<file path="src/design/cams_pkg.sv">
// Package: shared types and constants for the circular alignment block.
package cams_pkg;

  localparam int FIELD_W = 8;
  localparam int CFG_W   = 8;
  localparam int COST_W  = 29;

  localparam logic [COST_W-1:0] COST_MAX = 29'h1FFF_FFFF;

  typedef struct packed {
    logic [FIELD_W-1:0] first_value;
    logic [FIELD_W-1:0] second_value;
    logic               is_last;
  } in_item_t;

  typedef struct packed {
    logic [COST_W-1:0] min_cost;
    logic              overflow;
  } out_item_t;

  typedef enum logic [1:0] {
    ST_LOAD,
    ST_CORR,
    ST_OFFS,
    ST_FINISH
  } state_t;

  // Handshake between the sequencer and one of its arithmetic units.
  typedef struct packed {
    logic start;
  } unit_ctrl_t;

  typedef struct packed {
    logic busy;
    logic done;
  } unit_stat_t;

endpackage

</file>
<file path="src/design/cams_corr.sv">
// Circular cross-correlation maximum: one shared multiply-accumulate, n*n steps.
module cams_corr #(
  parameter int DATA_W = 8,
  parameter int CNT_W  = 11,
  parameter int ADDR_W = 10,
  parameter int CORR_W = 27
) (
  input  logic                    clk,
  input  logic                    rst,
  input  cams_pkg::unit_ctrl_t    ctrl,
  output cams_pkg::unit_stat_t    stat,
  input  logic [CNT_W-1:0]        n,
  output logic [ADDR_W-1:0]       raddr_a,
  output logic [ADDR_W-1:0]       raddr_b,
  input  logic [DATA_W-1:0]       rdata_a,
  input  logic [DATA_W-1:0]       rdata_b,
  output logic [CORR_W-1:0]       best
);

  localparam int PROD_W = 2 * DATA_W;

  logic               issuing;
  logic               busy;
  logic               done;
  logic [ADDR_W-1:0]  i;
  logic [ADDR_W-1:0]  j;
  logic [CNT_W-1:0]   s;
  logic               v1, e1, v2, e2;
  logic [PROD_W-1:0]  prod;
  logic [CORR_W-1:0]  acc;
  logic [CORR_W-1:0]  acc_sum;
  logic               last_i;
  logic               last_j;
  logic               last_s;

  assign last_i  = (CNT_W'(i) + CNT_W'(1)) == n;
  assign last_j  = (CNT_W'(j) + CNT_W'(1)) == n;
  assign last_s  = (s + CNT_W'(1)) == n;
  assign acc_sum = acc + CORR_W'(prod);

  assign raddr_a = i;
  assign raddr_b = j;

  assign stat.busy = busy;
  assign stat.done = done;

  // Address sequencer: i walks the first store, j the second rotated by s.
  always_ff @(posedge clk) begin
    if (rst) begin
      issuing <= 1'b0;
      busy    <= 1'b0;
      done    <= 1'b0;
      v1      <= 1'b0;
      v2      <= 1'b0;
    end else begin
      done <= 1'b0;
      v1   <= issuing;
      v2   <= v1;
      if (ctrl.start) begin
        issuing <= 1'b1;
        busy    <= 1'b1;
      end else if (issuing) begin
        if (last_i && last_s) begin
          issuing <= 1'b0;
        end
      end else if (busy && !v1 && !v2) begin
        busy <= 1'b0;
        done <= 1'b1;
      end
    end
  end

  always_ff @(posedge clk) begin
    if (ctrl.start) begin
      i <= '0;
      j <= '0;
      s <= '0;
    end else if (issuing) begin
      if (last_i) begin
        i <= '0;
        s <= s + CNT_W'(1);
        j <= ADDR_W'(s + CNT_W'(1));
      end else begin
        i <= i + ADDR_W'(1);
        j <= last_j ? '0 : j + ADDR_W'(1);
      end
    end
  end

  // Data path: RAM read -> product register -> accumulate and keep the maximum.
  always_ff @(posedge clk) begin
    e1   <= last_i;
    e2   <= e1;
    prod <= PROD_W'(rdata_a) * PROD_W'(rdata_b);
    if (ctrl.start) begin
      acc  <= '0;
      best <= '0;
    end else if (v2) begin
      if (e2) begin
        acc <= '0;
        if (acc_sum > best) begin
          best <= acc_sum;
        end
      end else begin
        acc <= acc_sum;
      end
    end
  end

endmodule

</file>
<file path="config.mk">
export PLATFORM = sky130hd
export DESIGN_NAME = cams_corr
export DESIGN_NICKNAME = d
export VERILOG_FILES = /design/src/design/cams_pkg.sv /design/src/design/cams_corr.sv
export SDC_FILE = /design/constraint.sdc
export NUM_CORES = 1
export LEC_CHECK = 0
export ABC_AREA = 1
export BUFFER_PORTS_ARGS = -buffer_cell sky130_fd_sc_hd__clkbuf_2
export CAP_MARGIN = 20
export CORE_UTILIZATION = 40
export CTS_BUF_LIST = sky130_fd_sc_hd__clkbuf_4 sky130_fd_sc_hd__clkbuf_8
export CTS_CLUSTER_SIZE = 20
export DETAILED_ROUTE_END_ITERATION = 7
export GPL_TIMING_DRIVEN = 0
export HOLD_SLACK_MARGIN = 0.1
export PLACE_DENSITY_LB_ADDON = 0.08
export SYNTH_ARGS = -nofsm -noshare
export SYNTH_HDL_FRONTEND = slang
export SYNTH_SLANG_ARGS = --single-unit
</file>
<file path="constraint.sdc">
create_clock -name clk -period 6.15 [get_ports clk]
set_input_delay 0.615 -clock clk [delete_from_list [all_inputs] [get_ports clk]]
set_output_delay 0.615 -clock clk [all_outputs]
set_load 0.03 [all_outputs]
</file>
==> flow_summary.ini, run 1 <==
[setup_path]
crit_type = flip-flop to flip-flop
cp-start-kind = flip-flop
worstPathCellList = ha_1 -> inv_1 -> fa_1 -> inv_1 -> nand3_1 -> nand2_1 -> a21oi_1 -> o21bai_1 -> nand2_1 -> nand2_1 -> xor2_1 -> ha_1 -> a21oi_1 -> o21ai_0 -> o21a_1 -> nor2_1 -> nand2_1 -> nand2_1 -> clkbuf_1 -> o21ai_0 -> nor2_1
cp_max_fo = 10
cp_common_cell = nand2_1
arrival_ns = 4.76
cp.required_ns = 6.48
slowest_stage = clkbuf_1
critPathCaptureType = flip-flop
critPathTopFamily = compound AO/OA/AOI/OAI gates
cpPeakStageDelay_ns = 0.51
path_buf_inv = 3

[global_routing]
track_usage_pct = 21.13
antenna_found_initial = 0
grt_overflow = 0
grt_max_degree = 19
grt_pass1_wl_um = 38060
grt_pass1_vias = 7833

[sta]
fin_worst_skew_ns = 0.03052
rsz0062_at_grt = false
tns_ns = 0
final_hold_viol_count = 0
slew_headroom_pct = 44.94
finalCritPeriodShare_pct = 72.00
holdWs_ns = 0.3465
fin_crit_ns = 4.428
drv_slew = 0
worst_slew_pin_slew_ns = 0.8228
fmax_ghz = 0.2258
finalSetupViolations = 0

[cts]
clockBufferDepth = 2
cts_buffers = 9
postCtsSetupBuffers = 0
postCtsHoldBufs = 0
cts.reportedPaths.clkPinSlew_ns = 0.11
cts_tree = built
cts_root_buf = clkbuf_8
clk_latency_ns = 0.40
htree_levels = 3
cts_num_sinks = 108
cts_resized = 0

[floorplanning]
dieArea_mm2 = 0.02295
start_util_pct = 40.84
die_h_um = 151.5
dieWidth_um = 151.5
rows = 54
io_pins = 79
core_mm2 = 0.02189

[power_and_ir_drop]
power_mw = 2.422
peakVddDrop_v = 0.0001085
power_density_mw_per_mm2 = 247.2
p_leak_nw = 4.863

[final_layout]
final_cells = 1700
drive_gt1_share_pct = 7.535
area_growth_pct = 9.573
n_antenna_cell = 0
nets = 1564

[synth]
syn_nets = 1492
yosysUniqueCellTypes = 39
ys_seq_area_share_pct = 24.18
syn_area_mm2 = 0.008940
syn_area_per_cell_um2 = 6.657
synth-seq-cells = 108
yosys_warnings = 0
postSynthCellCount = 1343

[route]
vias_per_cell = 4.882
drtAntennaViolNets = 0
drtIter0Drc = 387
drc_errors = 0
dr_total_vias = 8299
wl_per_cell_um = 13.49
wl_um = 22940
first_pass_iters = 6

[placed_design]
io_buffers = 61
place.gp.congestion = 0.9099
dp_hpwl_um = 18660
dp_cells = 1684

[run_status]
status = completed

[worst_hold_path]
hp-class = flip-flop to flip-flop

[run]
cap_violations = 0
flip-flops by register name (all words and copies together) (netlist names):
name and flops:
done 1, raddr_a 10, acc 27, v2 1
best 27, s 11, v1 1, raddr_b 10
e2 1, busy 1, e1 1, issuing 1
prod 16
metrics by stage:
stage / setup slack, ns / utilization (%) / area [um^2]
6_report: 1.722 / 44.75 / 9796
2_1_floorplan: 1.865 / - / 8940
4_1_cts: 1.652 / 44.75 / 9796
3_3_place_gp: 1.510 / 43.83 / 9595
5_1_grt: 1.270 / 44.75 / 9796
3_5_place_dp: 1.495 / 43.83 / 9595
Yosys cell counts (all sizes together):
cell type	number	area, um^2
o21bai	4	30.03
nand3b	2	15.01
nor3	7	35.03
fa	37	740.7
a41oi	1	8.760
o31ai	2	15.01
a31oi	4	25.02
o21a	2	15.01
xnor2	15	131.4
nand2b	2	12.51
inv	235	882.1
and2	3	18.77
a21o	1	7.510
dfxtp	108	2162
nor4	5	31.28
or2	1	6.260
buf	8	50.04
clkbuf	35	131.4
nand2	374	1409
a211oi	1	7.510
nand3	84	425.4
nand4	17	106.4
o211ai	2	15.01
ha	82	1026
nor2	119	534.3
xor2	30	262.8
nor3b	1	7.510
o21ai	32	160.2
o2111ai	2	17.52
a21oi	127	650.6
layout make-up:
cell class	count	area, um^2
inverter	235	882.1
sequential	108	2162
timing repair buffer	61	305.3
fill	2368	12100
buffer	43	181.4
tap	280	350.3
clock buffer	10	131.4
clock inverter	6	68.82
multi-input combinational	957	5714
logic make-up (layout without fill, tap and decap cells):
| logic type | Yosys count | after routing | synth area share, % |
|---|---|---|---|
| compound gates | 178 | 178 | 10.65 |
| xor+xnor | 45 | 45 | 4.409 |
| fa+ha+maj | 119 | 119 | 19.76 |
| buf+inv | 278 | 355 | 11.90 |
| flops | 108 | 108 | 24.18 |
| simple gates | 615 | 615 | 29.10 |
report_power, final:
group          switching (mW)  internal, mW  leakage, nW
combinational           0.743         0.419         3.88
clock                   0.270         0.197        0.101
sequential             0.0307         0.763        0.878
total                    1.04          1.38         4.86
layout by cell type, fill, tap and decap left out, types with 3 or more instances in the layout:
master    count
nand2_1     372
inv_1       233
a21oi_1     123
dfxtp_1     108
nor2_1      106
nand3_1      83
ha_1         82
clkbuf_2     61
fa_1         37
clkbuf_1     35
o21ai_0      32
xor2_1       30
nand4_1      17
xnor2_1      15
nor2_4       11
clkbuf_8      9
nor3_1        7
nor4_1        5
o21bai_1      4
buf_2         4
a31oi_1       4
a21oi_2       4
and2_1        3
inv_6         3
final timing paths:
| check | end | startpoint | cells after the start | slack (ns) |
|---|---|---|---|---|
| worst max-delay path | best[16] | acc[0] | 21 | 1.72 |
| worst min-delay path | e2 | e1 | 0 | 0.35 |
| worst min register to register | e2 | e1 | 0 | 0.35 |
| worst max register to register | best[16] | acc[0] | 21 | 1.72 |
metal layers:
layer  wire [um]  share of wire [%]  track usage, %  up-vias
li1            -                  -               -     4358
met4         418                1.8           6.188        0
met1       11560                 50           28.43     3775
met5           0                  0               0        -
met3         624                2.7           2.665       27
met2       10340                 45           35.25      139
(Power assumes the default switching activity.)
==> inputs of run 2 (changes only) <==
==> constraint.sdc (replaced) <==
create_clock -name clk -period 4.43 [get_ports clk]
set_input_delay 0.443 -clock clk [delete_from_list [all_inputs] [get_ports clk]]
set_output_delay 0.443 -clock clk [all_outputs]
set_load 0.03 [all_outputs]
==> flow_summary.ini, run 2 (same netlist as run 1, synthesis figures left out) <==
[sta]
tns_ns = 0
fin_crit_ns = 4.043
drv_slew = 0
final_hold_viol_count = 0
fmax_ghz = 0.2474
worst_slew_pin_slew_ns = 0.7990
finalCritPeriodShare_pct = 91.26
finalSetupViolations = 0
holdWs_ns = 0.2963
slew_headroom_pct = 46.53
fin_worst_skew_ns = 0.03117

[cts]
cts_num_sinks = 108
htree_levels = 3
postCtsHoldBufs = 0
cts.reportedPaths.clkPinSlew_ns = 0.11
cts_buffers = 9
cts_tree = built
clk_latency_ns = 0.40
cts_root_buf = clkbuf_8
clockBufferDepth = 2

[placed_design]
place.gp.congestion = 0.9099
dp_hpwl_um = 18660
io_buffers = 61

[setup_path]
cp_max_fo = 10
critPathCaptureType = flip-flop
arrival_ns = 4.36
path_buf_inv = 4
cp.depth = 24
critPathTopFamily = simple AND/OR/NAND/NOR gates
cp-start-kind = flip-flop
crit_type = flip-flop to flip-flop
worstPathCellList = ha_1 -> inv_1 -> fa_1 -> inv_1 -> nand3_1 -> nand2_1 -> a21oi_1 -> o21bai_2 -> nand2_1 -> nand2_1 -> nand3_1 -> and2_1 -> ha_1 -> nand2_1 -> nor2_1 -> nand4_1 -> nor2_1 -> o21a_1 -> nor2_1 -> nand2_1 -> clkbuf_4 -> clkbuf_4 -> nand3_1 -> a21oi_1
slowest_stage = fa_1
cpPeakStageDelay_ns = 0.40
cp_common_cell = nand2_1
cp.required_ns = 4.75
reg2reg_depth = 24

[global_routing]
grt_pass1_wl_um = 38060
grt_max_degree = 19
track_usage_pct = 21.13
grt_overflow = 0
grt_pass1_vias = 7833
antenna_found_initial = 0

[route]
drc_errors = 0
vias_per_cell = 4.893
drtIter0Drc = 410
drtAntennaViolNets = 0
first_pass_iters = 7
wl_per_cell_um = 13.48
wl_um = 22940
dr_total_vias = 8323

[power_and_ir_drop]
p_sw_share_pct = 42.95
pwr-share-comb_pct = 48.3
pwr-share-clk_pct = 19.2
switchingPower_mw = 1.453
power_density_mw_per_mm2 = 344.3
peakVddDrop_v = 0.0001591
seq_power_share_pct = 32.6
intPower_mw = 1.930
power_mw = 3.382
p_leak_nw = 4.890

[floorplanning]
dieArea_mm2 = 0.02295
start_util_pct = 40.84
die_h_um = 151.5
dieWidth_um = 151.5
io_pins = 79
rows = 54
core_mm2 = 0.02189

[run]
cap_violations = 0

[final_layout]
layout_common_cells = 371 x nand2_1, 233 x inv_1, 123 x a21oi_1
final_common_cell = nand2_1
nets = 1565
top_regs = acc x27, best x27, prod x16
n_antenna_cell = 0
fill_cells = 2365
drive_gt1_share_pct = 8.093
area_growth_pct = 9.881

[worst_hold_path]
holdPathStages = 2
hp-class = input pin to flip-flop

[run_status]
status = completed
run 2: cell count changes in the layout (fill, tap and decap cells not counted):
cell      delta
buf_2        -2
o21bai_1     -1
buf_4        +2
o21bai_2     +1
clkbuf_4     +2
nand2_2      +1
nand2_1      -1
clkbuf_1     -4
buf_1        -1
clkbuf_2     +4
run 2: stage by stage:
step	instances	setup WS, ns	cell area, um^2	utilization [%]
after floorplan	1343	0.3167	8940	-
after global placement	1684	-0.03810	9595	43.83
after global routing	1701	-0.0001483	9823	44.87
final	1701	0.3873	9823	44.87
after CTS	1700	0.09861	9797	44.75
after detailed placement	1684	-0.05280	9595	43.83
run 2: area by class of cell:
type | count | area [um^2] | share of cell area [%]
multi-input combinational | 957 | 5720 | 58.23
inverter | 235 | 882.1 | 8.980
tap | 280 | 350.3 | 3.566
sequential | 108 | 2162 | 22.01
clock buffer | 10 | 131.4 | 1.337
clock inverter | 6 | 68.82 | 0.7005
buffer | 43 | 195.2 | 1.987
timing repair buffer | 62 | 312.8 | 3.184
run 2: power groups by stage:
stage | combinational [mW] | clock, mW | sequential [mW]
global placement | 1.59 | 0 | 1.13
floorplan | 1.23 | 0 | 1.11
global route | 1.89 | 0.713 | 1.11
finish | 1.63 | 0.649 | 1.10
detailed placement | 1.61 | 0 | 1.12
CTS | 1.62 | 0.671 | 1.10
run 2: path summary, 6_finish.rpt:
| kind | from | endpoint | slack (ns) |
|---|---|---|---|
| worst max-delay path | acc[0] | best[12] | 0.39 |
| worst min-delay path | rst | v2 | 0.30 |
| worst max register to register | acc[0] | best[12] | 0.39 |
| worst min register to register | e1 | e2 | 0.35 |
run 2: repair_timing:
item                       in CTS  in global routing
cloned                          0                  0
resized for setup               1                 14
setup buffers                   0                  1
pin swaps                       0                  1
hold endpoints to repair        0                  0
setup endpoints to repair      10                 27
run 2: per-layer routing:
layer  GRT usage, %  routed length (um)
met5              0                   0
met4          6.188                 417
met3          2.665                 846
met2          35.25               10380
met1          28.43               11300
