[src/design/cams_pkg.sv]
// Package: shared types and constants for the circular alignment block.
package cams_pkg;

  localparam int FIELD_W = 8;
  localparam int CFG_W   = 8;
  localparam int COST_W  = 29;

  localparam logic [COST_W-1:0] COST_MAX = 29'h1FFF_FFFF;

  typedef struct packed {
    logic [FIELD_W-1:0] first_value;
    logic [FIELD_W-1:0] second_value;
    logic               is_last;
  } in_item_t;

  typedef struct packed {
    logic [COST_W-1:0] min_cost;
    logic              overflow;
  } out_item_t;

  typedef enum logic [1:0] {
    ST_LOAD,
    ST_CORR,
    ST_OFFS,
    ST_FINISH
  } state_t;

  // Handshake between the sequencer and one of its arithmetic units.
  typedef struct packed {
    logic start;
  } unit_ctrl_t;

  typedef struct packed {
    logic busy;
    logic done;
  } unit_stat_t;

endpackage

[src/design/cams_offset.sv]
// Offset search: walks k = 0..bound with running sums, no multiplier.
module cams_offset #(
  parameter int CNT_W   = 11,
  parameter int SUM_W   = 18,
  parameter int SQSUM_W = 27,
  parameter int V_W     = 47
) (
  input  logic                        clk,
  input  logic                        rst,
  input  cams_pkg::unit_ctrl_t        ctrl,
  output cams_pkg::unit_stat_t        stat,
  input  logic [CNT_W-1:0]            n,
  input  logic [cams_pkg::CFG_W-1:0]  bound,
  input  logic [SUM_W-1:0]            sum_a,
  input  logic [SUM_W-1:0]            sum_b,
  input  logic [SQSUM_W-1:0]          sq_a,
  input  logic [SQSUM_W-1:0]          sq_b,
  output logic signed [V_W-1:0]       best
);

  logic                        running;
  logic                        done;
  logic [cams_pkg::CFG_W-1:0]  k;
  logic signed [V_W-1:0]       q;
  logic signed [V_W-1:0]       inc;
  logic signed [V_W-1:0]       e;
  logic signed [V_W-1:0]       v;
  logic signed [V_W-1:0]       base;
  logic signed [V_W-1:0]       two_n;
  logic signed [V_W-1:0]       estep;
  logic signed [SUM_W:0]       diff;
  logic signed [SUM_W:0]       abs_diff;

  assign base     = $signed(V_W'(sq_a)) + $signed(V_W'(sq_b));
  assign two_n    = $signed(V_W'(n)) <<< 1;
  assign diff     = $signed({1'b0, sum_a}) - $signed({1'b0, sum_b});
  assign abs_diff = diff[SUM_W] ? -diff : diff;
  assign estep    = $signed(V_W'(abs_diff)) <<< 1;

  // Offsets +k and -k share n*k^2; the better sign subtracts 2*k*|diff|.
  assign v = q - e;

  assign stat.busy = running;
  assign stat.done = done;

  always_ff @(posedge clk) begin
    if (rst) begin
      running <= 1'b0;
      done    <= 1'b0;
    end else begin
      done <= 1'b0;
      if (ctrl.start) begin
        running <= 1'b1;
      end else if (running && k == bound) begin
        running <= 1'b0;
        done    <= 1'b1;
      end
    end
  end

  always_ff @(posedge clk) begin
    if (ctrl.start) begin
      k   <= '0;
      q   <= base;
      inc <= $signed(V_W'(n));
      e   <= '0;
    end else if (running) begin
      if (k == '0 || v < best) begin
        best <= v;
      end
      q   <= q + inc;
      inc <= inc + two_n;
      e   <= e + estep;
      k   <= k + cams_pkg::CFG_W'(1);
    end
  end

endmodule

[config.mk]
export PLATFORM = sky130hd
export DESIGN_NAME = cams_offset
export DESIGN_NICKNAME = d
export VERILOG_FILES = /design/src/design/cams_pkg.sv /design/src/design/cams_offset.sv
export SDC_FILE = /design/constraint.sdc
export NUM_CORES = 1
export LEC_CHECK = 0
export BUFFER_PORTS_ARGS = -buffer_cell sky130_fd_sc_hd__buf_2
export CORE_AREA = 2 2 218 220
export CTS_CLUSTER_DIAMETER = 150
export CTS_CLUSTER_SIZE = 25
export DETAILED_ROUTE_END_ITERATION = 12
export DIE_AREA = 0 0 220 222
export HOLD_SLACK_MARGIN = 0.05
export SLEW_MARGIN = 20
export SYNTH_ARGS = -nofsm -noshare
export SYNTH_HDL_FRONTEND = slang
export SYNTH_SLANG_ARGS = --single-unit
[constraint.sdc]
create_clock -name clk -period 8.5 [get_ports clk]
set_input_delay 0.425 -clock clk [delete_from_list [all_inputs] [get_ports clk]]
set_output_delay 0.425 -clock clk [all_outputs]
set_load 0.005 [all_outputs]
==> results.sh, run 1 <==
export IMPL_ctsResizeCount=0
export IMPL_timing_final_crit_share_pct=80.52
export IMPL_die_area_sq_um=48840
export IMPL_hold_path_class="input pin to register"
export IMPL_top_level_ports=161
export IMPL_grt_antenna_before_repair=2
export IMPL_setup_slack_ns=1.656
export IMPL_slew_violations=0
export IMPL_fillers=4678
export IMPL_tritoncts="yes"
export IMPL_num_nets_final=2676
export IMPL_syn_cell_area_sq_um=18330
export IMPL_ys_async_sr_fraction_pct=0
export IMPL_cts_root_buf="clkbuf_16"
export IMPL_vias=16590
export IMPL_grt_pass1_vias=15830
export IMPL_tightest_slew_ns=0.9234
export IMPL_switching_share_pct=40.63
export IMPL_drc=0
export IMPL_crit_required_ns=8.63
export IMPL_core_area_sq_um=46260
export IMPL_wl_per_cell_microns=17.40
export IMPL_ant_nets=0
export IMPL_finalHoldViolCount=0
export IMPL_grt_overflow=0
export IMPL_port_buffers=160
export IMPL_crit_type="register to register"
export IMPL_yosysSeqAreaShare_pct=27.24
export IMPL_slew_headroom_pct=36.85
export IMPL_syn_area_per_cell_sq_um=8.270
export IMPL_switching_power_w=0.001745
export IMPL_grt_first_pass_wirelength_microns=82480
export IMPL_startpoint="q[1]"
export IMPL_placedCellCount=2932
export IMPL_fin_setup_tns_ns=0
export IMPL_fin_crit_ns=6.844
export IMPL_p_leak_nw=8.712
export IMPL_yosys_warnings=0
export IMPL_grt_use_total_pct=21.05
export IMPL_synth_edf_count=105
export IMPL_rows=79
export IMPL_r2r_cells=23
export IMPL_cts_inserted_buffers=17
export IMPL_reg2reg_slack_ns=1.66
export IMPL_initial_core_util_pct=39.63
export IMPL_start_kind="register"
export IMPL_synth_seq_cells=197
export IMPL_area_growth_pct=10.79
export IMPL_first_pass_iters=5
export IMPL_crit_fanout=47
export IMPL_final_core_util_pct=43.91
export IMPL_fmax_ghz=0.1461
export IMPL_cts_htree_levels=4
export IMPL_worst_ep_arrival_time_ns=6.97
export IMPL_p_int_w=0.002549
export IMPL_ir_worst_vdd_uv=170.9
export IMPL_routed_wl_microns=51570
export IMPL_clk_path_buf_depth=2
export IMPL_r2r_end="best[11]"
export IMPL_power_density_nw_per_um2=211.4
export IMPL_cts_repair_timing_setup_buffer_count=0
export IMPL_first_iter_violations=959
export IMPL_dp_slack_ns=1.539
export IMPL_cts_num_sinks=197
export IMPL_diodes=0
export IMPL_maxCapViolCount=0
export IMPL_reg2reg_from="q[1]"
export IMPL_synth_distinct_cells=93
export IMPL_clkTransAtPathRegs_ns=0.07
export IMPL_dp_hpwl_microns=41220
export IMPL_routed_via_density=5.597
export IMPL_grt_max_degree=86
export IMPL_skew_ns=0.01498
export IMPL_cts_hold_buffers=0
export IMPL_p_comb_share_pct=50.9
export IMPL_finalNonFillerCells=2964
export IMPL_worstSetupEndpoint="best[11]"
export IMPL_power_share_clock_pct=19.6
export IMPL_die_x_microns=220
export IMPL_synth_ff_type="edfxtp_1"
export IMPL_clk_latency_ns=0.50
export IMPL_syn_num_nets=2549
export IMPL_synthCells=2217
export IMPL_status="completed"
export IMPL_end_kind="register"
export IMPL_drive_gt1_share_pct=10.48
export IMPL_rsz0062_at_grt="no"
export IMPL_pwr_share_seq_pct=29.5
export IMPL_fp_dieH_microns=222
export IMPL_gp_congestion=0.9044
export IMPL_setup_viol=0
export IMPL_whs_ns=0.1098
## cell type report
cell class | instances | area, sq um | share of cell area (%)
Clock buffer | 26 | 554.3 | 2.729
Inverter | 183 | 686.9 | 3.382
Clock inverter | 6 | 35.03 | 0.1725
Tap cell | 607 | 759.5 | 3.739
Sequential cell | 197 | 4996 | 24.60
Multi-Input combinational cell | 1777 | 12410 | 61.11
Timing Repair Buffer | 168 | 867.1 | 4.269
## logic make-up after synthesis
logic type / count (synthesis) / share of synthesized area [%]
xor gates and xnor gates: 194 / 9.268
DFF: 197 / 27.24
AOI/OAI and AO/OA: 627 / 22.06
and+or+nand+nor: 708 / 19.37
muxes: 28 / 1.631
adders and majority gates: 220 / 15.26
buffers and inverters: 243 / 5.166
## per-layer routing
metal / GRT usage, % / share of wire, %
met5: 0 / 0.048
met4: 6.538 / 2.3
met3: 3.210 / 3.5
met1: 26.23 / 44
met2: 37.00 / 50
## worst min-delay path by stage
stage / slack [ns] / cells after the start / start / to
after floorplan: 0.45 / 0 / q[0] / best[0]
after global placement: 0.49 / 2 / inc[28] / inc[28]
after global routing: 0.08 / 2 / rst / running
after detailed placement: 0.50 / 2 / e[16] / e[16]
final: 0.11 / 2 / rst / running
after CTS: 0.07 / 2 / rst / running
## registers in the layout (all words and copies together), names as in the netlist
signal,count
done,1
e,46
best,47
q,47
running,1
k,8
inc,47
## cells in the final DEF (no fill, tap or decap), types with 68 or more instances in the layout
cell type	n
nor2_1	214
a21oi_1	207
inv_1	182
edfxtp_1	105
dfxtp_1	91
xnor2_1	126
a21o_1	75
ha_1	214
o21ai_0	132
nand2_1	138
buf_2	159
xor2_1	68
## synthesized netlist by cell type, types with 42 or more instances
cell type | n | area share [%]
ha_1 | 214 | 15
xnor2_1 | 126 | 6.0
o21ai_0 | 132 | 3.6
a21oi_1 | 208 | 5.7
a21o_1 | 75 | 3.1
xor2_1 | 68 | 3.2
edfxtp_1 | 105 | 17
nand2_1 | 138 | 2.8
nand3_1 | 51 | 1.4
clkbuf_1 | 42 | 0.86
nor3_1 | 51 | 1.4
inv_1 | 182 | 3.7
dfxtp_1 | 92 | 10
nor2_1 | 214 | 4.4
nand4_1 | 47 | 1.6
## through the flow
step | instance area (sq um) | total power (W)
after floorplan | 18330 | 0.002901
after CTS | 20300 | 0.004329
final | 20310 | 0.004294
after global placement | 19710 | 0.003427
after detailed placement | 19710 | 0.003466
after global routing | 20310 | 0.004632
## worst max-delay path: stages, from the launching register on
cell and delay, ns:
edfxtp_1 0.41, inv_1 0.12, ha_1 0.17, inv_1 0.05, fa_1 0.41, a21oi_1 0.23, nor2_1 0.09, nor4b_1 0.46
o31ai_1 0.28, a211oi_1 0.64, o32ai_1 0.35, o21ai_0 0.22, nand2b_1 0.13, a211o_1 0.27, a21oi_1 0.19, xnor2_1 0.11
ha_1 0.19, a21o_1 0.16, a211oi_1 0.31, a31oi_1 0.23, o41ai_1 0.21, o21ai_0 0.44, a21oi_4 0.20, buf_4 0.54
## power groups by stage
| stage | Combinational [W] | Sequential (W) | Clock, W |
|---|---|---|---|
| 6_report | 0.00219 | 0.00127 | 0.000840 |
| 5_1_grt | 0.00246 | 0.00128 | 0.000896 |
| 4_1_cts | 0.00219 | 0.00127 | 0.000868 |
| 3_5_place_dp | 0.00218 | 0.00129 | 0 |
| 3_3_place_gp | 0.00214 | 0.00128 | 0 |
| 2_1_floorplan | 0.00164 | 0.00126 | 0 |
No activity file was read; power rests on OpenSTA's default activity.
==> inputs of run 2 (changes only) <==
--- a/config.mk
+++ b/config.mk
@@ -5,12 +5,13 @@
 export SDC_FILE = /design/constraint.sdc
 export NUM_CORES = 1
 export LEC_CHECK = 0
+export ABC_AREA = 1
 export BUFFER_PORTS_ARGS = -buffer_cell sky130_fd_sc_hd__buf_2
-export CORE_AREA = 2 2 218 220
+export CORE_AREA = 2 2 226 228
 export CTS_CLUSTER_DIAMETER = 150
 export CTS_CLUSTER_SIZE = 25
 export DETAILED_ROUTE_END_ITERATION = 12
-export DIE_AREA = 0 0 220 222
+export DIE_AREA = 0 0 228 230
 export HOLD_SLACK_MARGIN = 0.05
 export SLEW_MARGIN = 20
 export SYNTH_ARGS = -nofsm -noshare
==> constraint.sdc (replaced) <==
create_clock -name clk -period 6.9 [get_ports clk]
set_input_delay 0.345 -clock clk [delete_from_list [all_inputs] [get_ports clk]]
set_output_delay 0.345 -clock clk [all_outputs]
set_load 0.005 [all_outputs]
==> run 2 against run 1 <==
Against the previous run: cell count up 26%; count of clock-buffer cells in the layout is 8 lower; clock power increased by 25%; total power is 17% higher; core utilization about the same; largest power group unchanged; critical endpoint is now best[9].
==> results.sh, run 2 <==
export IMPL_top_level_ports=161
export IMPL_routed_wl_microns=64190
export IMPL_gp_congestion=0.9840
export IMPL_hold_path_class="input pin to register"
export IMPL_status="completed"
export IMPL_crit_required_ns=7.10
export IMPL_cts_num_sinks=197
export IMPL_synth_edf_count=105
export IMPL_skew_ns=0.01818
export IMPL_reg2reg_from="q[1]"
export IMPL_r2r_cells=31
export IMPL_drive_gt1_share_pct=9.795
export IMPL_synthCells=2918
export IMPL_syn_cell_area_sq_um=19780
export IMPL_slew_violations=0
export IMPL_tightest_slew_ns=0.9511
export IMPL_first_pass_iters=5
export IMPL_yosysTopAreaCell="edfxtp_1"
export IMPL_cts_inserted_buffers=17
export IMPL_postLayoutCellArea_sq_um=21890
export IMPL_clkTransAtPathRegs_ns=0.08
export IMPL_clk_path_buf_depth=2
export IMPL_synth_common_cells="650 x nand2_1, 416 x inv_1, 293 x a21oi_1"
export IMPL_timing_final_crit_share_pct=84.93
export IMPL_end_kind="register"
export IMPL_die_x_microns=228
export IMPL_dp_hpwl_microns=52050
export IMPL_synth_top_area_share_pct=15.94
export IMPL_setup_viol=0
export IMPL_tritoncts="yes"
export IMPL_critPathTopFamily="compound AO/OA/AOI/OAI gates"
export IMPL_mostFrequentLayoutCell="nand2_1"
export IMPL_worst_ep_arrival_time_ns=6.06
export IMPL_worstHoldEndpoint="inc[0]"
export IMPL_r2r_end="best[9]"
export IMPL_p_total_w=0.005024
export IMPL_rsz0062_at_grt="no"
export IMPL_area_growth_pct=10.69
export IMPL_port_buffers=160
export IMPL_hold_start="n[0]"
export IMPL_grt_first_pass_wirelength_microns=101500
export IMPL_clk_latency_ns=0.51
export IMPL_yosys_warnings=0
export IMPL_grt_max_degree=65
export IMPL_yosysSeqAreaShare_pct=25.25
export IMPL_holdPathStages=3
export IMPL_start_kind="register"
export IMPL_diodes=0
export IMPL_die_area_sq_um=52440
export IMPL_drc=0
export IMPL_cp_num_buf_inv=7
export IMPL_fp_dieH_microns=230
export IMPL_initial_core_util_pct=39.67
export IMPL_power_density_nw_per_um2=229.5
export IMPL_synth_ff_type="edfxtp_1"
export IMPL_synth_seq_cells=197
export IMPL_first_iter_violations=1559
export IMPL_cts_htree_levels=4
export IMPL_routed_via_density=5.360
export IMPL_maxCapViolCount=0
export IMPL_slew_headroom_pct=36.53
export IMPL_ctsResizeCount=0
export IMPL_fillers=5152
export IMPL_vias=20080
export IMPL_slowest_stage="edfxtp_1"
export IMPL_rows=82
export IMPL_grt_use_total_pct=24.44
export IMPL_fin_crit_ns=5.860
export IMPL_cts_root_buf="clkbuf_16"
export IMPL_fmax_ghz=0.1706
export IMPL_dpl_instance_area_sq_um=21300
export IMPL_yosysMostFrequentCell="nand2_1"
export IMPL_core_area_sq_um=49860
export IMPL_syn_num_nets=3250
export IMPL_ant_nets=0
export IMPL_synth_distinct_cells=61
export IMPL_ir_worst_vdd_uv=175.0
export IMPL_num_nets_final=3392
export IMPL_fin_setup_tns_ns=0
export IMPL_cpPeakStageDelay_ns=0.41
export IMPL_ys_async_sr_fraction_pct=0
export IMPL_crit_fanout=37
export IMPL_p_leak_nw=10.22
export IMPL_grt_overflow=0
export IMPL_final_core_util_pct=43.91
export IMPL_final_cell_mix="650 x nand2_1, 415 x inv_1, 293 x a21oi_1"
export IMPL_finalHoldViolCount=0
export IMPL_synth_area_top_cells="edfxtp_1 16%, ha_1 14%, nand2_1 12%"
export IMPL_crit_type="register to register"
export IMPL_syn_area_per_cell_sq_um=6.779
export IMPL_wl_per_cell_microns=17.14
export IMPL_grt_pass1_vias=19380
export IMPL_reg_largest_list="best x47, inc x47, q x47"
export IMPL_grt_antenna_before_repair=0
export IMPL_reg2reg_slack_ns=1.04
[run 2: layout make-up]
class                           count  area, sq um  area share (%)
Multi-Input combinational cell   2238        12930           59.06
Timing Repair Buffer              174        920.9           4.206
Tap cell                          672        840.8           3.840
Sequential cell                   197         4995           22.81
Inverter                          432         1625           7.423
Clock buffer                       18        429.2           1.960
Clock inverter                     14        152.6          0.6972
[run 2: per-layer routing]
layer,wire length [microns],vias up,GRT usage (%)
met5,0,-,0
met4,2589,0,10.66
met3,3377,118,3.522
met2,28870,602,40.03
met1,29350,9157,32.07
li1,-,10200,-
[run 2: per-stage QoR]
step / hold slack (ns) / std cells / worst slack, ns
2_1_floorplan: 0.4165 / 2918 / 1.281
5_1_grt: 0.1242 / 3745 / 0.5937
4_1_cts: 0.09561 / 3745 / 1.023
6_report: 0.1356 / 3745 / 1.040
3_3_place_gp: 0.4854 / 3712 / 1.096
3_5_place_dp: 0.4890 / 3712 / 1.039
[run 2: cell families after synthesis]
group / share of synthesized area [%]
AND/OR/NAND/NOR: 26.37
AO/OA/AOI/OAI: 19.92
buffers and inverters: 9.387
adder cells (fa/ha/maj): 14.14
flip-flops: 25.25
XOR/XNOR: 4.820
multiplexers: 0.1075
[run 2: worst min-delay path, cell delays in order]
cell     delay [ns]
buf_2          0.10
nand2_1        0.05
inv_1          0.04
[run 2: power breakdown]
part / total (W) / leakage [nW] / internal (W) / switching (W)
Combinational: 0.00243 / 8.15 / 0.000875 / 0.00156
Clock: 0.00105 / 0.287 / 0.000486 / 0.000560
Sequential: 0.00155 / 1.78 / 0.00144 / 0.000110
[run 2: worst max-delay path by stage]
stage	slack, ns	startpoint	depth (start not counted)	end
floorplan	1.28	q[1]	29	best[0]
global route	0.59	q[1]	31	best[10]
detailed placement	1.04	q[1]	31	best[5]
global placement	1.10	sum_a[0]	36	e[34]
CTS	1.02	q[1]	31	best[8]
finish	1.04	q[1]	31	best[9]
[run 2: repair_timing]
item,in CTS,in global routing
hold buffers,1,0
setup buffers,0,0
hold endpoints to repair,2,0
==> inputs of run 3 (changes only) <==
--- a/config.mk
+++ b/config.mk
@@ -5,13 +5,13 @@
 export SDC_FILE = /design/constraint.sdc
 export NUM_CORES = 1
 export LEC_CHECK = 0
-export ABC_AREA = 1
+export ABC_AREA = 0
 export BUFFER_PORTS_ARGS = -buffer_cell sky130_fd_sc_hd__buf_2
-export CORE_AREA = 2 2 226 228
+export CORE_AREA = 2 2 218 220
 export CTS_CLUSTER_DIAMETER = 150
 export CTS_CLUSTER_SIZE = 25
 export DETAILED_ROUTE_END_ITERATION = 12
-export DIE_AREA = 0 0 228 230
+export DIE_AREA = 0 0 220 222
 export HOLD_SLACK_MARGIN = 0.05
 export SLEW_MARGIN = 20
 export SYNTH_ARGS = -nofsm -noshare
==> constraint.sdc (replaced) <==
create_clock -name clk -period 5.3 [get_ports clk]
set_input_delay 0.265 -clock clk [delete_from_list [all_inputs] [get_ports clk]]
set_output_delay 0.265 -clock clk [all_outputs]
set_load 0.005 [all_outputs]
==> run 3 against run 2 <==
Against the previous run: register-to-register slack worse by 1.0 ns; total power up 50%; worst hold slack worse by 0.024 ns; combinational power up 72%; die area down 6.9%; via count down 14%; wire length down 16%; setup slack worse by 1.0 ns; clock power up 24%; global-route usage down 2.7 points; clock skew about the same; sequential power up 31%; largest cell class unchanged.
==> results.sh, run 3 (synthesis results as in run 1) <==
export IMPL_status="completed"
export IMPL_holdPathStages=3
export IMPL_grt_use_total_pct=21.71
export IMPL_top_level_ports=161
export IMPL_slew_headroom_pct=33.90
export IMPL_num_nets_final=2853
export IMPL_initial_core_util_pct=39.63
export IMPL_routed_via_density=5.494
export IMPL_crit_required_ns=5.48
export IMPL_p_total_w=0.007512
export IMPL_hold_start="n[2]"
export IMPL_crit_type="register to register"
export IMPL_fp_dieH_microns=222
export IMPL_grt_max_degree=82
export IMPL_pwr_share_seq_pct=27.1
export IMPL_area_growth_pct=20.14
export IMPL_slew_violations=0
export IMPL_p_int_w=0.004508
export IMPL_first_pass_iters=5
export IMPL_die_area_sq_um=48840
export IMPL_cts_num_sinks=197
export IMPL_reg_largest_list="best x47, inc x47, q x47"
export IMPL_vias=17260
export IMPL_port_buffers=160
export IMPL_tritoncts="yes"
export IMPL_worstHoldEndpoint="inc[2]"
export IMPL_seqCellArea_sq_um=5001
export IMPL_fmax_ghz=0.1901
export IMPL_fin_crit_ns=5.261
export IMPL_wl_per_cell_microns=17.17
export IMPL_timing_final_crit_share_pct=99.26
export IMPL_power_share_clock_pct=17.3
export IMPL_r2r_cells=22
export IMPL_switching_share_pct=39.99
export IMPL_power_density_nw_per_um2=341.1
export IMPL_p_leak_nw=9.640
export IMPL_tightest_slew_ns=0.9825
export IMPL_clk_path_buf_depth=2
export IMPL_grt_overflow=0
export IMPL_final_cell_mix="209 x nor2_1, 208 x ha_1, 197 x a21oi_1"
export IMPL_clkTransAtPathRegs_ns=0.08
export IMPL_end_kind="register"
export IMPL_ant_nets=0
export IMPL_ir_worst_vdd_uv=223.5
export IMPL_mostFrequentLayoutCell="nor2_1"
export IMPL_hold_path_class="input pin to register"
export IMPL_reg2reg_slack_ns=0.04
export IMPL_start_kind="register"
export IMPL_finalHoldViolCount=0
export IMPL_clk_latency_ns=0.46
export IMPL_r2r_end="best[24]"
export IMPL_rsz0062_at_grt="yes"
export IMPL_grt_first_pass_wirelength_microns=85970
export IMPL_cts_htree_levels=4
export IMPL_crit_fanout=5
export IMPL_cts_root_buf="clkbuf_16"
export IMPL_worst_ep_arrival_time_ns=5.44
export IMPL_drc=0
export IMPL_dp_hpwl_microns=42720
export IMPL_cts_inserted_buffers=17
export IMPL_routed_wl_microns=53920
export IMPL_reg2reg_from="q[5]"
export IMPL_p_comb_share_pct=55.7
export IMPL_fillers=4613
export IMPL_diodes=0
export IMPL_maxCapViolCount=0
export IMPL_grt_antenna_before_repair=0
export IMPL_skew_ns=0.01850
export IMPL_setup_viol=0
export IMPL_die_x_microns=220
export IMPL_first_iter_violations=936
export IMPL_core_area_sq_um=46260
export IMPL_dp_slack_ns=-0.4312
export IMPL_multi_input_area_sq_um=12710
export IMPL_grt_pass1_vias=16720
export IMPL_drive_gt1_share_pct=18.78
export IMPL_rows=79
export IMPL_setup_slack_ns=0.03910
export IMPL_switching_power_w=0.003004
export IMPL_gp_congestion=0.9102
run 3: worst max-delay path, stage by stage (launching register included):
cell	delay, ns
edfxtp_1	0.41
ha_2	0.20
or4_4	0.56
o2111ai_4	0.24
a21oi_2	0.08
o22ai_1	0.15
buf_4	0.17
buf_6	0.11
o21ai_4	0.05
o41a_1	0.42
o31a_1	0.36
a21oi_2	0.20
a21oi_2	0.09
xor2_1	0.17
ha_1	0.32
a21o_1	0.18
a211oi_2	0.25
buf_4	0.15
and4b_1	0.20
o21ai_2	0.11
a21oi_4	0.21
buf_8	0.18
clkbuf_16	0.16
run 3: power groups by stage:
stage | Clock [W] | Combinational, W | Sequential (W)
final | 0.00130 | 0.00418 | 0.00203
after global routing | 0.00137 | 0.00466 | 0.00205
after CTS | 0.00132 | 0.00407 | 0.00203
after detailed placement | 0 | 0.00398 | 0.00207
after global placement | 0 | 0.00391 | 0.00206
after floorplan | 0 | 0.00267 | 0.00202
run 3: worst max path at each step:
stage / startpoint / end / depth (start not counted)
floorplan: sum_a[0] / e[39] / 27
global placement: q[1] / best[0] / 24
detailed placement: q[1] / best[1] / 24
CTS: q[4] / best[35] / 28
global route: q[5] / best[24] / 23
finish: q[5] / best[24] / 22
run 3: through the flow:
step / cells / setup TNS, ns / utilization (%) / hold slack, ns / area, sq um
2_1_floorplan: 2217 / 0 / - / 0.3374 / 18440
3_3_place_gp: 3098 / -11.93 / 45.50 / 0.4346 / 21050
3_5_place_dp: 3098 / -20.34 / 45.50 / 0.4420 / 21050
5_1_grt: 3141 / -4.132 / 47.61 / 0.1023 / 22030
4_1_cts: 3134 / 0 / 46.99 / 0.08692 / 21740
6_report: 3141 / 0 / 47.61 / 0.1120 / 22030
run 3: timing repair:
| item | CTS | global route |
|---|---|---|
| pin swaps | 6 | 43 |
| hold buffers | 1 | 0 |
| endpoints found under the setup margin | 47 | 50 |
| endpoints found under the hold margin | 2 | 0 |
| cloned | 1 | 5 |
| setup buffers | 2 | 3 |
| resized for setup | 16 | 45 |
run 3: final cells by class:
| type | count | share of cell area (%) |
|---|---|---|
| clock inverter | 10 | 0.3181 |
| inverter | 183 | 3.153 |
| multi-input combinational | 1777 | 57.71 |
| clock buffer | 22 | 2.198 |
| sequential | 197 | 22.71 |
| tap | 607 | 3.448 |
| timing repair buffer | 345 | 10.47 |
run 3: routing by layer:
layer / up-vias / GRT usage (%) / wire length [microns] / share of wire [%]
li1: 8662 / - / - / -
met1: 8181 / 27.42 / 24150 / 45
met2: 350 / 38.56 / 26730 / 50
met3: 63 / 2.840 / 1836 / 3.4
met4: 0 / 5.651 / 1212 / 2.2
met5: - / 0 / 0 / 0
